## config.mk

```make
export PLATFORM = sky130hd
export DESIGN_NAME = line_fold_wrapper_top
export DESIGN_NICKNAME = d
export VERILOG_FILES = /design/src/rtl/lfw_pkg.sv /design/src/rtl/lfw_ram.sv /design/src/rtl/lfw_cmd_fifo.sv /design/src/rtl/lfw_front.sv /design/src/rtl/lfw_back.sv /design/src/rtl/line_fold_wrapper_top.sv
export SDC_FILE = /design/constraint.sdc
export NUM_CORES = 2
export LEC_CHECK = 0
export ABC_AREA = 1
export BUFFER_PORTS_ARGS = -buffer_cell sky130_fd_sc_hd__buf_2
export CAP_MARGIN = 20
export CORE_ASPECT_RATIO = 0.6
export CORE_UTILIZATION = 40
export CTS_CLUSTER_DIAMETER = 200
export DETAILED_ROUTE_END_ITERATION = 10
export GPL_ROUTABILITY_DRIVEN = 0
export HOLD_SLACK_MARGIN = 0.08
export PLACE_DENSITY = 0.65
export REMOVE_ABC_BUFFERS = 1
export SETUP_SLACK_MARGIN = 0.2
export SYNTH_ARGS = -nofsm -noshare
export SYNTH_HDL_FRONTEND = slang
export SYNTH_SLANG_ARGS = --single-unit
```

## constraint.sdc

```tcl
create_clock -name i_clk -period 10.2 [get_ports i_clk]
set_input_delay 1.02 -clock i_clk [delete_from_list [all_inputs] [get_ports i_clk]]
set_output_delay 1.02 -clock i_clk [all_outputs]
set_load 0.1 [all_outputs]
```

## src/rtl/lfw_pkg.sv

```systemverilog
// Shared types and constants for the line folder.
// No dependencies; every other design file of the block but lfw_ram imports this package.
package lfw_pkg;

    // Tab stops and column tracking
    localparam int TAB_STOP = 8;
    localparam int TAB_BITS = $clog2(TAB_STOP);
    localparam int COL_W    = 9;

    // Command fields sized for the largest supported line store (4096 bytes)
    localparam int CMD_AW          = 12;
    localparam int CMD_LW          = 13;
    localparam int CMD_QUEUE_DEPTH = 4;

    // Control characters
    localparam logic [7:0] CH_BS  = 8'h08;
    localparam logic [7:0] CH_TAB = 8'h09;
    localparam logic [7:0] CH_NL  = 8'h0A;
    localparam logic [7:0] CH_CR  = 8'h0D;
    localparam logic [7:0] CH_SP  = 8'h20;

    // Configuration register indexes
    typedef enum logic [1:0] {
        REG_LINE_WIDTH   = 2'd0,
        REG_COUNT_BYTES  = 2'd1,
        REG_BREAK_BLANKS = 2'd2
    } t_reg_idx;

    typedef struct packed {
        logic [COL_W-1:0] line_width;
        logic             count_bytes;
        logic             break_at_blanks;
    } t_cfg;

    localparam t_cfg CFG_RESET = '{line_width: 9'd80, count_bytes: 1'b0, break_at_blanks: 1'b0};

    // Emit command: a run of stored bytes, optionally followed by a newline,
    // or the end marker of one request.
    typedef struct packed {
        logic [CMD_LW-1:0] len;
        logic [CMD_AW-1:0] addr;
        logic              nl;
        logic              ovf;
        logic              is_end;
    } t_cmd;

    typedef enum logic [1:0] {
        FR_IDLE,
        FR_STEP,
        FR_WRITE,
        FR_END
    } t_fr_state;

    typedef enum logic [2:0] {
        BK_IDLE,
        BK_READ,
        BK_PUT,
        BK_NL,
        BK_END
    } t_bk_state;

    // Column after one byte; one bit wider than the column to catch overrun
    function automatic logic [COL_W:0] next_col(input logic [COL_W-1:0] col,
                                                input logic [7:0]       b,
                                                input logic             cb);
        logic [COL_W:0] c;
        c = {1'b0, col};
        if (cb) begin
            return c + 1'b1;
        end
        unique case (b)
            CH_BS:   return (col != '0) ? c - 1'b1 : '0;
            CH_CR:   return '0;
            CH_TAB:  return {c[COL_W:TAB_BITS] + 1'b1, {TAB_BITS{1'b0}}};
            default: return c + 1'b1;
        endcase
    endfunction

    function automatic logic is_blank(input logic [7:0] b);
        return (b == CH_SP) || (b == CH_TAB);
    endfunction

endpackage

```

## src/rtl/lfw_ram.sv

```systemverilog
// Generic single-write, single-read RAM with registered read data.
// No dependencies.
module lfw_ram #(
    parameter int WIDTH = 8,
    parameter int DEPTH = 256
) (
    input  logic                     i_clk,
    input  logic                     i_we,
    input  logic [$clog2(DEPTH)-1:0] i_waddr,
    input  logic [WIDTH-1:0]         i_wdata,
    input  logic                     i_re,
    input  logic [$clog2(DEPTH)-1:0] i_raddr,
    output logic [WIDTH-1:0]         o_rdata
);

    logic [WIDTH-1:0] r_mem [DEPTH];
    logic [WIDTH-1:0] r_rdata;

    always_ff @(posedge i_clk) begin
        if (i_we) begin
            r_mem[i_waddr] <= i_wdata;
        end
        if (i_re) begin
            r_rdata <= r_mem[i_raddr];
        end
    end

    assign o_rdata = r_rdata;

endmodule

```

## src/rtl/lfw_cmd_fifo.sv

```systemverilog
// Short command queue between the front and back parts of the line folder.
// Depends on lfw_pkg for the command type.
module lfw_cmd_fifo import lfw_pkg::*; #(
    parameter int DEPTH = 4
) (
    input  logic i_clk,
    input  logic i_rst_n,
    input  logic i_push,
    input  t_cmd i_data,
    output logic o_full,
    input  logic i_pop,
    output t_cmd o_data,
    output logic o_empty
);

    localparam int PW = $clog2(DEPTH);
    localparam int CW = $clog2(DEPTH + 1);

    t_cmd          r_mem [DEPTH];
    logic [PW-1:0] r_wr;
    logic [PW-1:0] r_rd;
    logic [CW-1:0] r_count;

    function automatic logic [PW-1:0] ptr_inc(input logic [PW-1:0] p);
        return (p == PW'(DEPTH - 1)) ? '0 : p + 1'b1;
    endfunction

    // Pointers and fill level
    always_ff @(posedge i_clk) begin
        if (!i_rst_n) begin
            r_wr    <= '0;
            r_rd    <= '0;
            r_count <= '0;
        end else begin
            if (i_push) begin
                r_wr <= ptr_inc(r_wr);
            end
            if (i_pop) begin
                r_rd <= ptr_inc(r_rd);
            end
            if (i_push && !i_pop) begin
                r_count <= r_count + 1'b1;
            end else if (i_pop && !i_push) begin
                r_count <= r_count - 1'b1;
            end
        end
    end

    // Storage
    always_ff @(posedge i_clk) begin
        if (i_push) begin
            r_mem[r_wr] <= i_data;
        end
    end

    assign o_data  = r_mem[r_rd];
    assign o_full  = r_count == CW'(DEPTH);
    assign o_empty = r_count == '0;

    a_no_overrun: assert property (@(posedge i_clk) disable iff (!i_rst_n)
        i_push |-> (!o_full || i_pop))
        else $error("command pushed into a full queue");

    a_no_underrun: assert property (@(posedge i_clk) disable iff (!i_rst_n)
        i_pop |-> !o_empty)
        else $error("command popped from an empty queue");

    a_count_range: assert property (@(posedge i_clk) disable iff (!i_rst_n)
        r_count <= CW'(DEPTH))
        else $error("queue fill level out of range");

endmodule

```

## src/rtl/lfw_front.sv

```systemverilog
// Front part: accepts bytes, tracks column and line state, decides breaks
// and queues emit commands. Writes the line store. Depends on lfw_pkg.
module lfw_front import lfw_pkg::*; #(
    parameter int LINE_MAX = 256
) (
    input  logic                        i_clk,
    input  logic                        i_rst_n,
    input  logic                        i_valid,
    output logic                        o_stall,
    input  logic [7:0]                  i_text_byte,
    input  logic                        i_end_of_input,
    input  t_cfg                        i_cfg,
    output logic                        o_cmd_push,
    output t_cmd                        o_cmd,
    input  logic                        i_cmd_full,
    input  logic                        i_drained,
    output logic                        o_ram_we,
    output logic [$clog2(LINE_MAX)-1:0] o_ram_waddr,
    output logic [7:0]                  o_ram_wdata
);

    localparam int AW = $clog2(LINE_MAX);
    localparam int FW = $clog2(LINE_MAX + 1);
    localparam int TW = (FW > COL_W) ? FW : COL_W;
    localparam logic [AW:0] LM = (AW + 1)'(LINE_MAX);

    t_fr_state        r_state, n_state;
    logic [7:0]       r_byte;
    logic             r_eoi;
    logic             r_emitted;
    logic [AW-1:0]    r_head;
    logic [FW-1:0]    r_fill;
    logic [COL_W-1:0] r_col;
    logic [FW-1:0]    r_cut;   // one past the last blank, 0 if none
    logic [TW-1:0]    r_tail;  // display column of the bytes after the last blank

    logic [COL_W:0] nc;
    logic           fits, store_full, is_nl;
    logic           dec_hold, dec_blank, dec_full;
    logic           need_push, step_go;

    // Circular store address
    function automatic logic [AW-1:0] wrap(input logic [AW-1:0] base,
                                           input logic [FW-1:0] off);
        logic [AW:0] s;
        s = (AW + 1)'(base) + (AW + 1)'(off);
        if (s >= LM) begin
            s = s - LM;
        end
        return s[AW-1:0];
    endfunction

    // Column step for non-blank bytes in display mode
    function automatic logic [TW-1:0] tail_step(input logic [TW-1:0] t,
                                                input logic [7:0]    b);
        unique case (b)
            CH_BS:   return (t != '0) ? t - 1'b1 : '0;
            CH_CR:   return '0;
            default: return t + 1'b1;
        endcase
    endfunction

    // Classify the held byte
    assign nc         = next_col(r_col, r_byte, i_cfg.count_bytes);
    assign fits       = nc <= {1'b0, i_cfg.line_width};
    assign store_full = r_fill == FW'(LINE_MAX);
    assign is_nl      = !r_eoi && (r_byte == CH_NL);
    assign dec_hold   = !r_eoi && !is_nl && (fits || r_fill == '0);
    assign dec_blank  = !r_eoi && !is_nl && !dec_hold && i_cfg.break_at_blanks
                        && (r_cut != '0);
    assign dec_full   = !r_eoi && !is_nl && !dec_hold && !dec_blank;
    assign need_push  = (r_eoi && r_fill != '0) || is_nl || (dec_hold && store_full)
                        || dec_blank || dec_full;
    assign step_go    = !need_push || !i_cmd_full;

    // Next state
    always_comb begin
        n_state = r_state;
        unique case (r_state)
            FR_IDLE: begin
                if (i_valid) begin
                    n_state = FR_STEP;
                end
            end
            FR_STEP: begin
                if (step_go) begin
                    if (r_eoi) begin
                        n_state = (r_fill != '0) ? FR_END : FR_IDLE;
                    end else if (is_nl) begin
                        n_state = FR_END;
                    end else if (dec_hold) begin
                        n_state = FR_WRITE;
                    end
                end
            end
            FR_WRITE: begin
                if (i_drained) begin
                    n_state = r_emitted ? FR_END : FR_IDLE;
                end
            end
            FR_END: begin
                if (!i_cmd_full) begin
                    n_state = FR_IDLE;
                end
            end
            default: n_state = FR_IDLE;
        endcase
    end

    // Outputs
    always_comb begin
        o_stall    = r_state != FR_IDLE;
        o_cmd_push = 1'b0;
        o_cmd      = '0;
        o_ram_we   = 1'b0;
        unique case (r_state)
            FR_STEP: begin
                o_cmd_push = need_push && !i_cmd_full;
                o_cmd.addr = CMD_AW'(r_head);
                if (dec_blank) begin
                    o_cmd.len = CMD_LW'(r_cut);
                end else if (dec_hold) begin
                    o_cmd.len = CMD_LW'(LINE_MAX);
                end else begin
                    o_cmd.len = CMD_LW'(r_fill);
                end
                o_cmd.nl  = is_nl || dec_blank || dec_full;
                o_cmd.ovf = dec_hold;
            end
            FR_WRITE: o_ram_we = i_drained;
            FR_END: begin
                o_cmd_push   = !i_cmd_full;
                o_cmd.is_end = 1'b1;
            end
            default: ;
        endcase
    end

    assign o_ram_waddr = wrap(r_head, r_fill);
    assign o_ram_wdata = r_byte;

    // Line state
    always_ff @(posedge i_clk) begin
        if (!i_rst_n) begin
            r_state   <= FR_IDLE;
            r_emitted <= 1'b0;
            r_head    <= '0;
            r_fill    <= '0;
            r_col     <= '0;
            r_cut     <= '0;
            r_tail    <= '0;
        end else begin
            r_state <= n_state;
            unique case (r_state)
                FR_IDLE: begin
                    if (i_valid) begin
                        r_emitted <= 1'b0;
                    end
                end
                FR_STEP: begin
                    if (step_go) begin
                        if (dec_hold) begin
                            r_col <= nc[COL_W-1:0];
                            if (store_full) begin
                                // overflow: store sent as is, column kept
                                r_fill    <= '0;
                                r_cut     <= '0;
                                r_tail    <= '0;
                                r_emitted <= 1'b1;
                            end
                        end else if (dec_blank) begin
                            r_head    <= wrap(r_head, r_cut);
                            r_fill    <= r_fill - r_cut;
                            r_col     <= i_cfg.count_bytes ? COL_W'(r_fill - r_cut)
                                                           : COL_W'(r_tail);
                            r_cut     <= '0;
                            r_emitted <= 1'b1;
                        end else begin
                            // end of input, newline or plain break
                            r_head    <= wrap(r_head, r_fill);
                            r_fill    <= '0;
                            r_col     <= '0;
                            r_cut     <= '0;
                            r_tail    <= '0;
                            r_emitted <= 1'b1;
                        end
                    end
                end
                FR_WRITE: begin
                    if (i_drained) begin
                        r_fill <= r_fill + 1'b1;
                        if (is_blank(r_byte)) begin
                            r_cut  <= r_fill + 1'b1;
                            r_tail <= '0;
                        end else begin
                            r_tail <= tail_step(r_tail, r_byte);
                        end
                    end
                end
                default: ;
            endcase
        end
    end

    // Request capture
    always_ff @(posedge i_clk) begin
        if (r_state == FR_IDLE && i_valid) begin
            r_byte <= i_text_byte;
            r_eoi  <= i_end_of_input;
        end
    end

    a_fill_range: assert property (@(posedge i_clk) disable iff (!i_rst_n)
        r_fill <= FW'(LINE_MAX))
        else $error("fill count beyond line store");

    a_cut_in_line: assert property (@(posedge i_clk) disable iff (!i_rst_n)
        r_cut <= r_fill)
        else $error("blank position past end of line");

    a_write_drained: assert property (@(posedge i_clk) disable iff (!i_rst_n)
        o_ram_we |-> i_drained)
        else $error("store written while back part still reads");

endmodule

```

## src/rtl/lfw_back.sv

```systemverilog
// Back part: carries out emit commands, reads the line store and packs
// bytes into chunks of up to eight. Depends on lfw_pkg.
module lfw_back import lfw_pkg::*; #(
    parameter int LINE_MAX = 256
) (
    input  logic                        i_clk,
    input  logic                        i_rst_n,
    input  logic                        i_cmd_valid,
    output logic                        o_cmd_pop,
    input  t_cmd                        i_cmd,
    output logic                        o_ram_re,
    output logic [$clog2(LINE_MAX)-1:0] o_ram_raddr,
    input  logic [7:0]                  i_ram_rdata,
    output logic                        o_idle,
    output logic                        o_valid,
    input  logic                        i_stall,
    output logic [63:0]                 o_out_chunk,
    output logic [3:0]                  o_chunk_count,
    output logic                        o_store_overflow,
    output logic                        o_last_chunk
);

    localparam int AW = $clog2(LINE_MAX);
    localparam int FW = $clog2(LINE_MAX + 1);

    t_bk_state     r_state, n_state;
    logic [AW-1:0] r_addr;
    logic [FW-1:0] r_left;
    logic          r_nl;
    logic          r_ovf;
    logic [63:0]   r_acc;
    logic [3:0]    r_cnt;
    logic          r_out_valid;
    logic [63:0]   r_out_chunk;
    logic [3:0]    r_out_count;
    logic          r_out_ovf;
    logic          r_out_last;

    logic       out_free, app_req, app_fire, end_fire, load_out;
    logic [7:0] app_byte;

    // Chunk assembly handshake
    assign out_free = !r_out_valid || !i_stall;
    assign app_req  = (r_state == BK_PUT) || (r_state == BK_NL);
    assign app_byte = (r_state == BK_NL) ? CH_NL : i_ram_rdata;
    assign app_fire = app_req && ((r_cnt != 4'd8) || out_free);
    assign end_fire = (r_state == BK_END) && ((r_cnt == '0) || out_free);
    assign load_out = (app_fire && r_cnt == 4'd8) || (end_fire && r_cnt != '0);

    // Next state
    always_comb begin
        n_state = r_state;
        unique case (r_state)
            BK_IDLE: begin
                if (i_cmd_valid) begin
                    if (i_cmd.is_end) begin
                        n_state = BK_END;
                    end else if (i_cmd.len != '0) begin
                        n_state = BK_READ;
                    end else if (i_cmd.nl) begin
                        n_state = BK_NL;
                    end
                end
            end
            BK_READ: n_state = BK_PUT;
            BK_PUT: begin
                if (app_fire) begin
                    if (r_left == FW'(1)) begin
                        n_state = r_nl ? BK_NL : BK_IDLE;
                    end else begin
                        n_state = BK_READ;
                    end
                end
            end
            BK_NL: begin
                if (app_fire) begin
                    n_state = BK_IDLE;
                end
            end
            BK_END: begin
                if (end_fire) begin
                    n_state = BK_IDLE;
                end
            end
            default: n_state = BK_IDLE;
        endcase
    end

    // Outputs
    always_comb begin
        o_cmd_pop   = (r_state == BK_IDLE) && i_cmd_valid;
        o_ram_re    = r_state == BK_READ;
        o_ram_raddr = r_addr;
        o_idle      = r_state == BK_IDLE;
    end

    // Sequencer and chunk accumulator
    always_ff @(posedge i_clk) begin
        if (!i_rst_n) begin
            r_state     <= BK_IDLE;
            r_acc       <= '0;
            r_cnt       <= '0;
            r_out_valid <= 1'b0;
        end else begin
            r_state <= n_state;
            if (app_fire) begin
                if (r_cnt == 4'd8) begin
                    r_acc <= {56'd0, app_byte};
                    r_cnt <= 4'd1;
                end else begin
                    r_acc[{r_cnt[2:0], 3'b000} +: 8] <= app_byte;
                    r_cnt <= r_cnt + 1'b1;
                end
            end else if (end_fire) begin
                r_acc <= '0;
                r_cnt <= '0;
            end
            if (load_out) begin
                r_out_valid <= 1'b1;
            end else if (!i_stall) begin
                r_out_valid <= 1'b0;
            end
        end
    end

    // Command fields and output payload
    always_ff @(posedge i_clk) begin
        if (o_cmd_pop && !i_cmd.is_end) begin
            r_addr <= i_cmd.addr[AW-1:0];
            r_left <= i_cmd.len[FW-1:0];
            r_nl   <= i_cmd.nl;
            r_ovf  <= i_cmd.ovf;
        end else if (r_state == BK_PUT && app_fire) begin
            r_addr <= (r_addr == AW'(LINE_MAX - 1)) ? '0 : r_addr + 1'b1;
            r_left <= r_left - 1'b1;
        end
        if (load_out) begin
            r_out_chunk <= r_acc;
            r_out_count <= r_cnt;
            r_out_ovf   <= r_ovf;
            r_out_last  <= end_fire;
        end
    end

    assign o_valid          = r_out_valid;
    assign o_out_chunk      = r_out_chunk;
    assign o_chunk_count    = r_out_count;
    assign o_store_overflow = r_out_ovf;
    assign o_last_chunk     = r_out_last;

    a_cnt_range: assert property (@(posedge i_clk) disable iff (!i_rst_n)
        r_cnt <= 4'd8)
        else $error("chunk byte count beyond eight");

    a_inner_full: assert property (@(posedge i_clk) disable iff (!i_rst_n)
        (r_out_valid && !r_out_last) |-> (r_out_count == 4'd8))
        else $error("chunk other than the last is not full");

    a_out_nonempty: assert property (@(posedge i_clk) disable iff (!i_rst_n)
        r_out_valid |-> (r_out_count != '0))
        else $error("empty chunk presented");

endmodule

```

## src/rtl/line_fold_wrapper_top.sv

```systemverilog
// Line folder: takes one text byte (or an end-of-input marker) per request
// and emits the folded text as chunks of up to eight bytes, the last chunk
// of each request flagged. A byte that goes into the line store first waits
// until all earlier commands have been carried out by the back part. The
// store is read through one RAM port, with a read step and a put step for
// each byte emitted, and the output stall can hold the reads. The line store
// needs no clearing after reset. Depends on lfw_pkg, lfw_front, lfw_cmd_fifo,
// lfw_back and lfw_ram.
module line_fold_wrapper_top import lfw_pkg::*; #(
    parameter int LINE_MAX = 256
) (
    input  logic        i_clk,
    input  logic        i_rst_n,
    input  logic        i_in_valid,
    output logic        o_in_stall,
    input  logic [7:0]  i_text_byte,
    input  logic        i_end_of_input,
    output logic        o_out_valid,
    input  logic        i_out_stall,
    output logic [63:0] o_out_chunk,
    output logic [3:0]  o_chunk_count,
    output logic        o_store_overflow,
    output logic        o_last_chunk,
    input  logic        i_cfg_valid,
    output logic        o_cfg_ready,
    input  logic [1:0]  i_cfg_index,
    input  logic [8:0]  i_cfg_data
);

    localparam int AW = $clog2(LINE_MAX);

    t_cfg          r_cfg;
    logic          cmd_push, cmd_full, cmd_pop, cmd_empty;
    t_cmd          cmd_in, cmd_out;
    logic          back_idle, drained;
    logic          ram_we, ram_re;
    logic [AW-1:0] ram_waddr, ram_raddr;
    logic [7:0]    ram_wdata, ram_rdata;

    // Configuration registers
    assign o_cfg_ready = 1'b1;

    always_ff @(posedge i_clk) begin
        if (!i_rst_n) begin
            r_cfg <= CFG_RESET;
        end else if (i_cfg_valid) begin
            unique case (i_cfg_index)
                REG_LINE_WIDTH:   r_cfg.line_width      <= i_cfg_data;
                REG_COUNT_BYTES:  r_cfg.count_bytes     <= i_cfg_data[0];
                REG_BREAK_BLANKS: r_cfg.break_at_blanks <= i_cfg_data[0];
                default: ;
            endcase
        end
    end

    // Store may be rewritten only when no command is pending
    assign drained = cmd_empty && back_idle;

    lfw_front #(.LINE_MAX(LINE_MAX)) u_front (
        .i_clk          (i_clk),
        .i_rst_n        (i_rst_n),
        .i_valid        (i_in_valid),
        .o_stall        (o_in_stall),
        .i_text_byte    (i_text_byte),
        .i_end_of_input (i_end_of_input),
        .i_cfg          (r_cfg),
        .o_cmd_push     (cmd_push),
        .o_cmd          (cmd_in),
        .i_cmd_full     (cmd_full),
        .i_drained      (drained),
        .o_ram_we       (ram_we),
        .o_ram_waddr    (ram_waddr),
        .o_ram_wdata    (ram_wdata)
    );

    lfw_cmd_fifo #(.DEPTH(CMD_QUEUE_DEPTH)) u_cmd_fifo (
        .i_clk   (i_clk),
        .i_rst_n (i_rst_n),
        .i_push  (cmd_push),
        .i_data  (cmd_in),
        .o_full  (cmd_full),
        .i_pop   (cmd_pop),
        .o_data  (cmd_out),
        .o_empty (cmd_empty)
    );

    lfw_ram #(.WIDTH(8), .DEPTH(LINE_MAX)) u_line_store (
        .i_clk   (i_clk),
        .i_we    (ram_we),
        .i_waddr (ram_waddr),
        .i_wdata (ram_wdata),
        .i_re    (ram_re),
        .i_raddr (ram_raddr),
        .o_rdata (ram_rdata)
    );

    lfw_back #(.LINE_MAX(LINE_MAX)) u_back (
        .i_clk            (i_clk),
        .i_rst_n          (i_rst_n),
        .i_cmd_valid      (!cmd_empty),
        .o_cmd_pop        (cmd_pop),
        .i_cmd            (cmd_out),
        .o_ram_re         (ram_re),
        .o_ram_raddr      (ram_raddr),
        .i_ram_rdata      (ram_rdata),
        .o_idle           (back_idle),
        .o_valid          (o_out_valid),
        .i_stall          (i_out_stall),
        .o_out_chunk      (o_out_chunk),
        .o_chunk_count    (o_chunk_count),
        .o_store_overflow (o_store_overflow),
        .o_last_chunk     (o_last_chunk)
    );

endmodule

```

== Word level (Yosys, flattened, before mapping) ==
Memories as Yosys holds them, arrays and structs flattened. A register that Yosys moved wholly into a read port is not among the register bits.
Cells that the tools add are included.

* Memories kept: 2
* Output and inout port bits: 73
* Bits of input ports: 25
* Word-level logic and storage cells: 252
* Flip-flop bits (word level): 235
* Bits in writable memories: 2144

* Multiplexer cells: 86
* Bitwise logic cells: 1
* Shift operators: 2
* Reduce and logical (&&, ||, !) cells: 76
* Add/sub/neg operators: 19
* Equality and inequality tests: 36
* Magnitude comparators: 3

{| class="wikitable"
|+ Memory list
! memory !! depth !! bits a word !! rd ports !! clocked after Yosys merged registers in !! wr ports !! line !! text
|-
| u_line_store.r_mem || 256 || 8 || 1 || 1 || 1 || lfw_ram.sv:16 || <nowiki>logic [WIDTH-1:0] r_mem [DEPTH];</nowiki>
|-
| u_cmd_fifo.r_mem || 4 || 24 || 1 || 1 || 1 || lfw_cmd_fifo.sv:19 || <nowiki>t_cmd r_mem [DEPTH];</nowiki>
|}

{| class="wikitable"
|+ Operators by type and width
! cell !! number
|-
| $mux W9 || 22
|-
| $mux W64 || 3
|-
| $pmux W9 S2 || 4
|-
| $bwmux W64 || 1
|-
| $shift A8 B8 Y64 const A || 1
|-
| $shiftx A8 B8 Y64 || 1
|-
| $mux W8 || 7
|-
| $reduce_bool A9 Y1 || 4
|-
| $eq A8 B4 Y1 const B || 4
|-
| $mux W10 || 3
|-
| $mux W3 || 10
|-
| $pmux W10 S3 || 1
|-
| $mux W2 || 14
|-
| $mux W23 || 1
|-
| $logic_and A1 B1 Y1 || 21
|-
| $reduce_and A5 Y1 || 4
|-
| $add A8 B9 Y9 || 2
|-
| $add A9 B1 Y9 const B || 2
|-
| $ge A9 B9 Y1 const B || 2
|-
| $sub A9 B1 Y9 const B || 2
|-
| $sub A8 B1 Y8 const B || 2
|-
| $pmux W3 S5 || 1
|-
| $logic_or A1 B1 Y1 || 14
|-
| $ne A2 B1 Y1 const B || 7
|-
| 41 further kinds || 90
|}

== Longest topological paths before layout ==
* Depth after elaboration: 20
* Gate-level depth with buffers: 38

== By module ==
Synthesis repeated with hierarchy kept, for this count alone.

* Cells, all modules: 8918
* Area total of the unflattened synthesis: 100377.5 um^2

{| class="wikitable"
|+ Modules (own cells, without submodules)
! module !! cells an instance !! times used !! area an instance (um^2)
|-
| lfw_ram || 7003 || 1 || 83476.3
|-
| lfw_back || 644 || 1 || 6313.6
|-
| lfw_front || 864 || 1 || 5452.7
|-
| lfw_cmd_fifo || 330 || 1 || 4614.4
|-
| line_fold_wrapper_top || 77 || 1 || 520.5
|}

== Worst setup path after synthesis ==
Ideal clock, no wire load.

* Path type: reg-to-reg
* Start point: register u_front.r_byte[0], in the netlist u_front.o_ram_wdata[0]
* End point: memory u_cmd_fifo.r_mem[0][0] (netlist bit) (enable)
* Data arrival time: 7.258 ns
* Clock period less this slack: 7.655 ns
* Required time: 9.803 ns
* Library setup time: 0.397 ns
* Path slack: 2.545 ns
* Stages on the path, launching flop included: 27
* Path through: edfxtp_1 > nand2_1 > nor3_2 > inv_1 > a21oi_1 > inv_1 > a221oi_1 > a21oi_1 > ha_1 > nand2_1 > nor2_1 > nand2_1 > nand3_1 > nand2_1 > nand2_1 > nand2_1 > nand2_1 > nand2_1 > nand2_2 > nand2_4 > nand2_4 > nand2_4 > nand2_4 > nand2_1 > nand2_1 > nand2_1 > nor2_1

* Word-level cells in the longest chain between the ends: 17

{| class="wikitable"
|+ Ends and longest elaborated chain
! element !! line !! text
|-
| from (decl) || lfw_front.sv:28 || <nowiki>logic [7:0] r_byte;</nowiki>
|-
| from (signal assigned) || lfw_front.sv:208 || <nowiki>r_byte <= i_text_byte;</nowiki>
|-
| $eq A8 B4 Y1 || lfw_pkg.sv:71 || <nowiki>unique case (b)</nowiki>
|-
| $pmux W10 S3 || lfw_pkg.sv:71 ||
|-
| $mux W10 || lfw_pkg.sv:71 ||
|-
| $le A10 B9 Y1 || lfw_front.sv:65 || <nowiki>assign fits = nc <= {1'b0, i_cfg.line_width};</nowiki>
|-
| $logic_or A1 B1 Y1 || lfw_front.sv:68 || <nowiki>assign dec_hold = !r_eoi && !is_nl && (fits || r_fill == '0);</nowiki>
|-
| $logic_and A1 B1 Y1 || lfw_front.sv:68 ||
|-
| $logic_not A1 Y1 || lfw_front.sv:69, lfw_front.sv:71 ||
|-
| $logic_and A1 B1 Y1 || lfw_front.sv:69, lfw_front.sv:71 ||
|-
| $logic_and A1 B1 Y1 || lfw_front.sv:69 || <nowiki>assign dec_blank = !r_eoi && !is_nl && !dec_hold && i_cfg.break_at_blanks</nowiki>
|-
| $logic_and A1 B1 Y1 || lfw_front.sv:70 || <nowiki>&& (r_cut != '0);</nowiki>
|-
| $logic_not A1 Y1 || lfw_front.sv:71 || <nowiki>assign dec_full = !r_eoi && !is_nl && !dec_hold && !dec_blank;</nowiki>
|-
| $logic_and A1 B1 Y1 || lfw_front.sv:71 ||
|-
| $logic_or A1 B1 Y1 (*) || lfw_front.sv:73 || <nowiki>|| dec_blank || dec_full;</nowiki>
|-
| $logic_and A1 B1 Y1 (*) || lfw_front.sv:118 || <nowiki>o_cmd_push = need_push && !i_cmd_full;</nowiki>
|-
| $pmux W1 S2 (*) || lfw_front.sv:116 || <nowiki>unique case (r_state)</nowiki>
|-
| $mux W1 (*) || lfw_cmd_fifo.sv:51 || <nowiki>if (i_push) begin</nowiki>
|-
| $mux W1 (implied by the code) (*) || lfw_cmd_fifo.sv:52 || <nowiki>r_mem[r_wr] <= i_data;</nowiki>
|-
| to (decl) || lfw_cmd_fifo.sv:19 ||
|}

Every way passes the cells marked *; elsewhere a longest branch is shown, timed or not.

== Final worst setup path ==
* Start point: register u_front.r_byte[2], in the netlist u_front.o_ram_wdata[2]
* End point: register u_cmd_fifo.r_count[2]

* Word-level cells in the longest chain between the ends: 18

{| class="wikitable"
|+ Ends and longest elaborated chain
! element !! line !! text
|-
| $eq A8 B4 Y1 || lfw_pkg.sv:71 ||
|-
| $pmux W10 S3 || lfw_pkg.sv:71 ||
|-
| $mux W10 || lfw_pkg.sv:71 ||
|-
| $le A10 B9 Y1 || lfw_front.sv:65 ||
|-
| $logic_or A1 B1 Y1 || lfw_front.sv:68 ||
|-
| $logic_and A1 B1 Y1 || lfw_front.sv:68 ||
|-
| $logic_not A1 Y1 || lfw_front.sv:69, lfw_front.sv:71 ||
|-
| $logic_and A1 B1 Y1 || lfw_front.sv:69, lfw_front.sv:71 ||
|-
| [3 not listed] || n/a ||
|-
| $logic_and A1 B1 Y1 || lfw_front.sv:71 ||
|-
| $logic_or A1 B1 Y1 (*) || lfw_front.sv:73 ||
|-
| $logic_and A1 B1 Y1 (*) || lfw_front.sv:118 ||
|-
| $pmux W1 S2 (*) || lfw_front.sv:116 ||
|-
| net cmd_push || line_fold_wrapper_top.sv:33 || <nowiki>logic cmd_push, cmd_full, cmd_pop, cmd_empty;</nowiki>
|-
| $logic_not A1 Y1 || lfw_cmd_fifo.sv:43 || <nowiki>end else if (i_pop && !i_push) begin</nowiki>
|-
| $logic_and A1 B1 Y1 || lfw_cmd_fifo.sv:43 ||
|-
| $reduce_bool A2 Y1 (no source line) || n/a ||
|-
| to (signal assigned) || lfw_cmd_fifo.sv:42 || <nowiki>r_count <= r_count + 1'b1;</nowiki>
|-
| to (signal assigned) || lfw_cmd_fifo.sv:44 || <nowiki>r_count <= r_count - 1'b1;</nowiki>
|-
| to (decl) || lfw_cmd_fifo.sv:22 || <nowiki>logic [CW-1:0] r_count;</nowiki>
|}

Mark *: on every way through the listed nets, which the timed path passes. The rest lies on a longest branch.
A chain may end at the register's enable or synchronous reset.

==> impl_results.md <==
* Most frequent cells in the layout: edfxtp_1 (2234), nor2_1 (1760), o21ai_0 (1390)
* Fin crit period at 5620 ps
* Crit-path max FO at 93
* Final period util at 55.1%
* Critical path class: register to register
* Core area at 240000 sq um
* Share of layout cells above drive strength 1 at 7.15%
* Initial core utilization at 40.3%
* Root buf cell: clkbuf_16
* YS warnings at 0
* Synth Flop Type: edfxtp_1
* Unrepaired setup endpoints after global routing: false
* Flops & latches, synth at 2373
* Post-synth EDFFs at 2234
* Clock sinks at 2373
* Clk buf depth at 4
* Via density at 5.88
* Post-synthesis instance area at 96600 sq um
* Arr. time, crit path at 6410 ps
* Die Y-Extent at 383 um
* Netlist cell types at 60
* Final core occ at 44.5%
* Routed Antenna Nets at 0
* Hpwl dp at 158000 um
* Initial antenna violation count at 15
* Ports at 98
* Gr usage total at 22.0%
* Clk_lat worst skew at 890 ps
* Num CTS Buffers at 205
* Drt wl/cell at 24.6 um
* CP max stage cell: buf_4
* Vias in the first global route at 61043
* Fmax at 178 MHz
* Area grow syn2layout at 10.3%
* Share of the yosys chip area belonging to registers at 72.3%
* 1st-iter DRT viols at 10166
* Hold-fix buffers, CTS at 0
* First-pass GRT wire length at 407000 um
* CP peak stage delay at 770 ps
* Pwr per Cell Area at 287 nW/um^2
* Leak at 34.0 nW
* Port buffer count at 96
* Post-CTS sizing at 0
* Fin. Hold Viols at 0
* Detailed-route DRC error count at 0
* DRT Pass-1 Iters at 6
* Die area at 243000 sq um
* Multi-input logic area at 23800 sq um
* Largest vdd supply drop at 269 uV
* Max-Cap Viols at 0
* Worst Tran Pin Value at 1270 ps
* Most common cell after layout, fill and taps aside: edfxtp_1
* Most used cell, CP: nand2_1
* Avg Cell Area, Syn at 12.0 sq um
* Synth area leader: edfxtp_1
* Startpoint types: register
* TritonCTS clock tree: done
* Setup Buffers After CTS at 0
* Top-area cell type share of the netlist area at 69.5%
* Worst min path class: input port to register
* Reg clk slew, reported paths at 70 ps
* Count of final max-slew check failures at 0
* Setup-failing EPs final at 0
* Congestion Overflow GR at 0
* Outcome: completed
* Detailed-route via count at 66174
* Site row count at 139
* Filler instances at 21397
* Synth area leaders: edfxtp_1 (69%), o21ai_0 (7.2%), nor2_1 (6.8%), o22ai_1 (4.1%), dfxtp_1 (2.9%)
* Req. time, crit path at 10990 ps
* Fin nets at 8016
* H-tree lvl count at 4
* Post-synth ARST share at 0%
* Die W at 636 um
* CP Capture Type: register
* Routed Wire Length at 277000 um
* Synth Instances at 8052
* Pin count of the biggest net entering global routing at 200
* Setup Total Neg Slack at 0 ps
* Rel. slew slack at 15.2%
* Fin Clk Skew at 54.5 ps
* Register area at 69900 sq um
## power by group
part / total [mW] / internal, mW / switching (mW)
sequential: 11.6 / 11.4 / 0.215
combinational: 11.1 / 2.71 / 8.39
clock: 7.91 / 4.29 / 3.62
## kinds of logic (layout without fill, tap and decap cells)
kind of cell    after synthesis  count (layout)  share of synthesized area, %
compound gates             2312            2312                          13.0
xor+xnor                     45              45                         0.408
fa+ha+maj                    64              64                         0.860
buf+inv                     732             762                          3.02
flops                      2373            2373                          72.3
mux                           1               1                        0.0104
other cells                   1               5                       0.00388
simple gates               2524            2524                          10.3
## cells in the mapped netlist (7+ instances only)
cell type / instances
inv_1: 178
o31ai_1: 14
a31oi_1: 9
nor3_1: 58
buf_1: 7
o21ai_0: 1392
buf_2: 98
or2_2: 14
a32o_1: 7
inv_2: 12
xor2_1: 34
nor4_1: 12
o21bai_1: 8
edfxtp_1: 2234
nand4_1: 8
dfxtp_1: 139
nor2_1: 1760
buf_4: 7
ha_1: 60
nand3_1: 96
o211ai_1: 7
nand2_1: 535
nand2_2: 11
xnor2_1: 11
clkbuf_1: 421
o21ai_1: 12
o22ai_1: 635
a21oi_1: 199
## metal layers
metal / track usage [%] / wire length [um] / vias to the layer above / part of all wire (%)
met5: 0 / 75 / - / 0.027
met4: 5.01 / 6290 / 10 / 2.3
met3: 6.79 / 38600 / 444 / 14
met2: 29.7 / 112000 / 4134 / 40
met1: 34.2 / 120000 / 32540 / 43
li1: - / - / 29046 / -
## layout make-up
| cell class | count | area share (%) |
|---|---|---|
| repair buffers | 204 | 1.43 |
| inverters | 196 | 0.714 |
| diodes | 4 | 0.00939 |
| well taps | 3172 | 3.72 |
| multi-input cells | 4947 | 22.4 |
| clock inverters | 115 | 1.07 |
| flip-flops and latches | 2373 | 65.6 |
| clock buffers | 247 | 5.11 |
## final timing paths
kind,start,end,slack (ps),depth (start not counted)
setup / recovery,u_front.o_ram_wdata[2],u_cmd_fifo.r_count[2],4580,35
hold / removal,i_text_byte[4],u_front.o_ram_wdata[4],340,1
setup reg to reg,u_front.o_ram_wdata[2],u_cmd_fifo.r_count[2],4580,35
hold reg to reg,u_back.r_ovf,u_back.o_store_overflow,430,0
## state kept, by name, indices dropped and copies added, names as in the netlist, 11 cells and up, named ones only
register and count:
u_back.o_out_chunk 64, u_cmd_fifo.r_mem 80, u_line_store.r_mem 2048, r_cfg 11
u_back.r_acc 64
## critical path: cells and delay by family, from the launching register on
family	cells	cell delay, ps
simple gates	22	1980
compound gates	6	1200
buf+inv	4	1100
fa+ha+maj	3	830
flops	1	390
## stage by stage
stage	hold slack, ps	cells	power (mW)	area [sq um]	setup WS (ps)
CTS	294	11249	30.3	106000	4650
detailed placement	413	10887	22.5	99900	4690
floorplan	400	7516	18.3	94400	-37390
global route	301	11254	31.8	107000	3930
finish	338	11258	30.6	107000	4580
global placement	408	10884	22.3	99900	4610
Note: power is estimated with default switching activity, not from simulation.
